### src/rtl/core/sorted_insert_stack_defines.svh
// ---------------------------------------------------------------------------
// sorted_insert_stack_defines: assertion macros
// Shared concurrent assertion forms for the sorted insert stack.
// ---------------------------------------------------------------------------
`ifndef SORTED_INSERT_STACK_DEFINES_SVH
`define SORTED_INSERT_STACK_DEFINES_SVH

// same-cycle implication, checked out of reset
`define SIS_ASSERT_NOW(label, pre, post) \
  label: assert property (@(posedge clk_i) disable iff (!rst_ni) (pre) |-> (post)) \
    else $error("sorted_insert_stack: check failed");

// next-cycle implication, checked out of reset
`define SIS_ASSERT_NEXT(label, pre, post) \
  label: assert property (@(posedge clk_i) disable iff (!rst_ni) (pre) |=> (post)) \
    else $error("sorted_insert_stack: check failed");

`endif

### src/rtl/core/sis_pkg.sv
// ---------------------------------------------------------------------------
// sis_pkg: sorted insert stack package
// Widths, defaults, status codes and cell control type.
// ---------------------------------------------------------------------------
`timescale 1ns / 1ps

package sis_pkg;

  // default sizing
  localparam int DepthDef = 64;
  localparam int DataWDef = 32;

  // fixed field widths
  localparam int CapW    = 7;
  localparam int StatusW = 2;
  localparam int FillW   = 7;

  // capacity after reset
  localparam logic [CapW-1:0] CapReset = 7'd64;

  // result status codes
  typedef enum logic [StatusW-1:0] {
    ST_OK        = 2'd0,
    ST_OVERFLOW  = 2'd1,
    ST_UNDERFLOW = 2'd2
  } sis_status_e;

  // per-cycle command broadcast to every cell
  typedef struct packed {
    logic push;
    logic pop;
  } sis_ctrl_t;

endpackage

### src/rtl/core/sis_cell.sv
// ---------------------------------------------------------------------------
// sis_cell: one slot of the sorted chain
// Holds one entry, compares it to the pushed value and shifts with neighbors.
// ---------------------------------------------------------------------------
`timescale 1ns / 1ps

module sis_cell import sis_pkg::*; #(
  parameter int DataW = DataWDef
) (
  input  logic             clk_i,
  input  sis_ctrl_t        ctrl_i,
  input  logic [DataW-1:0] value_i,
  input  logic             occ_i,
  input  logic [DataW-1:0] lower_entry_i,
  input  logic             lower_gt_i,
  input  logic [DataW-1:0] upper_entry_i,
  output logic [DataW-1:0] entry_o,
  output logic             gt_o
);

  logic [DataW-1:0] entry_q, entry_d;

  // slot holds a live entry larger than the pushed value
  assign gt_o = occ_i && ($signed(entry_q) > $signed(value_i));

  // insert: keep larger, take value at the boundary, else shift from the lower slot
  always_comb begin
    entry_d = entry_q;
    if (ctrl_i.push) begin
      if (gt_o) begin
        entry_d = entry_q;
      end else if (lower_gt_i) begin
        entry_d = value_i;
      end else begin
        entry_d = lower_entry_i;
      end
    end else if (ctrl_i.pop) begin
      entry_d = upper_entry_i;
    end
  end

  // entry storage
  always_ff @(posedge clk_i) begin
    entry_q <= entry_d;
  end

  assign entry_o = entry_q;

endmodule
### config.mk
export PLATFORM = sky130hd
export DESIGN_NAME = sis_cell
export DESIGN_NICKNAME = d
export VERILOG_FILES = /design/src/rtl/core/sorted_insert_stack_defines.svh /design/src/rtl/core/sis_pkg.sv /design/src/rtl/core/sis_cell.sv
export SDC_FILE = /design/constraint.sdc
export NUM_CORES = 1
export LEC_CHECK = 0
export ABC_AREA = 1
export ABC_CLOCK_PERIOD_IN_PS = 6650
export BUFFER_PORTS_ARGS = -buffer_cell sky130_fd_sc_hd__buf_2
export CORE_AREA = 2 2 75 77
export DETAILED_ROUTE_END_ITERATION = 6
export DIE_AREA = 0 0 77 79
export PLACE_DENSITY_LB_ADDON = 0.15
export SETUP_SLACK_MARGIN = 0.05
export SYNTH_ARGS = -nofsm -noshare
export SYNTH_HDL_FRONTEND = slang
export SYNTH_SLANG_ARGS = --single-unit
### constraint.sdc
create_clock -name clk_i -period 6.65 [get_ports clk_i]
set_clock_uncertainty 0.2 [all_clocks]
set_input_delay 0.9975 -clock clk_i [delete_from_list [all_inputs] [get_ports clk_i]]
set_output_delay 0.9975 -clock clk_i [all_outputs]
set_load 0.01 [all_outputs]
==> metrics.txt <==
syn_area_per_cell=7.67 µm²; filler instances=540; synthesized netlist cell count=324; Ant. Diodes=0; max-slew violation count=0; Yosys top cell area share=38.7%; sequential share of the synthesized area=38.7%; Vias/cell=4.80; Slew HR=61.0%; Clk pin slew, worst setup/hold paths=60 ps; Final Hold Fails=0; Sequential Area=961 µm²; H-tree level count=2; post-synthesis register bit count=32; CTS Hold Bufs=0; Final nets=586; post-synth top area cell=edfxtp_1; Bufs on Longest Clock Path=2; max FFs per register=32; Die W=77 µm; critical path launch point type=input port; vias in the first global route=2412; crit end category=output pin; Critical Path Fanout Max=4; syn_nets=457; DR vias=2526; Top FF cell, synth=edfxtp_1; Die ar.=6080 µm²; status=finished, final reports clean; post-synth cell types=20; Synth-to-Final Area Change=32.0%; Mapped Area=2490 µm²; antenna violations before repair=0; Placer Congestion=0.783; port bufs=133; Critical R2R Launch=entry_o[31]; Worst EP required=5450 ps; DPL Wire Length=4830 µm; average wire per standard cell=11.9 µm; # DRC=0; fin crit share=54.2%; R2R Setup Slk=3960 ps; synth cell count leaders=69 x nand2_1, 40 x inv_1, 39 x nor2_1; top-count cell post-synth=nand2_1; post-CTS resize count=0; initial core utilization=46.6%; Core Rows=27; total global-route track usage=21.4%; Leak Pwr=1.75 nW; critical path class=in2out; first-pass GRT wire length=10500 µm; layout cell share with drive strength beyond 1=32.8%; Root Driver=clkbuf_8; Post-Layout Cell Count=526; CTS tree=done; placed cell count=518; Multi-input gate area=1310 µm²; Fmax=0.277 GHz; core region area=5340 µm²; PwrDens=180 nW/µm²; Die Y=79 µm; Yosys Warn Count=0; critical path launch point=value_i[31]; Worst-Margin Slew=584 ps; TNS Setup=0 ps; number of flops mapped to enable cells by yosys=32; Peak VDD IR=0.0000971 V; Final setup viols=0; CTS Sinks=32; total gr overflow=0; clock latency on the worst-skew pair=280 ps; # Post-CTS Setup Buffers=0; DRT Wirelength=6280 µm; RSZ-0062 raised after global routing=false; hold path startpoint=upper_entry_i[5]; top cells by area, synth=edfxtp_1 39%, ha_1 16%, nand2_1 10%; max cap viols=0; Place WS=3040 ps; worst setup margin=3050 ps; WHS=802 ps; number of routed nets with antenna violations=0; Arr. time, crit path=2410 ps; HP Class=in2reg; asr flop ratio synth=0%; drt first-iter violations=87; DRT Pass-1 Iters=4; Num CTS Buffers=5; Ports=134; Final min period=3600 ps; largest net degree at the start of global routing=35
per-stage QoR:
step | instance area, µm² | power [mW] | utilization (%)
3_3_place_gp | 3200 | 0.450 | 60.0
2_1_floorplan | 2490 | 0.376 | -
5_1_grt | 3280 | 0.636 | 61.5
4_1_cts | 3280 | 0.600 | 61.5
3_5_place_dp | 3200 | 0.456 | 60.0
6_report | 3280 | 0.592 | 61.5
where the power goes:
group | leakage (nW) | switching, mW | total (mW) | internal (mW)
Sequential | 0.317 | 0.0118 | 0.265 | 0.253
Clock | 0.0399 | 0.0697 | 0.143 | 0.0728
Combinational | 1.40 | 0.105 | 0.185 | 0.0801
Total | 1.75 | 0.186 | 0.592 | 0.406
layout make-up:
cell class | count | area share [%]
clock buffers | 7 | 2.33
clock inverters | 1 | 0.114
inverters | 45 | 5.15
multi-input cells | 235 | 39.9
flip-flops and latches | 32 | 29.3
well taps | 72 | 2.75
repair buffers | 134 | 20.5
kinds of logic (layout without fill, tap and decap cells):
family / count (synthesis) / count (layout) / synth area share [%]
buffers and inverters: 57 / 187 / 8.76
AO/OA/AOI/OAI: 83 / 83 / 17.0
AND/OR/NAND/NOR: 120 / 120 / 19.5
flip-flops: 32 / 32 / 38.7
adder cells (fa/ha/maj): 32 / 32 / 16.1
per-layer routing:
metal	part of all wire, %	GRT usage (%)	vias up
met3	6.9	3.98	7
li1	-	-	1330
met5	0	0	-
met4	1.0	6.07	0
met2	50	37.9	88
met1	42	26.7	1101
path summary, 6_finish.rpt:
check,to,depth (start not counted)
worst min register to register,entry_o[18],5
worst min-delay path,entry_o[5],3
worst max register to register,entry_o[12],10
worst max-delay path,gt_o,12
worst max-delay path, stage by stage:
cell and delay [ps]:
buf_2 90, inv_1 40, ha_1 340, a21oi_1 190
o21a_1 140, nand2_1 50, a21oi_1 150, nand2_1 80
nand2_1 70, nand3_2 70, inv_1 50, buf_2 120
cells in the final DEF (no fill, tap or decap), drive strengths merged:
cell / synthesis / final
nand4: 2 / 2
clkinv: 1 / 2
inv: 44 / 44
a21oi: 14 / 14
nor2: 41 / 41
nand3b: 1 / 1
clkbuf: 12 / 7
o21ai: 66 / 66
nand3: 5 / 5
o21a: 2 / 2
buf: 0 / 134
a21o: 1 / 1
ha: 32 / 32
nand2: 71 / 71
edfxtp: 32 / 32
Power figures use the tool's default switching activity.
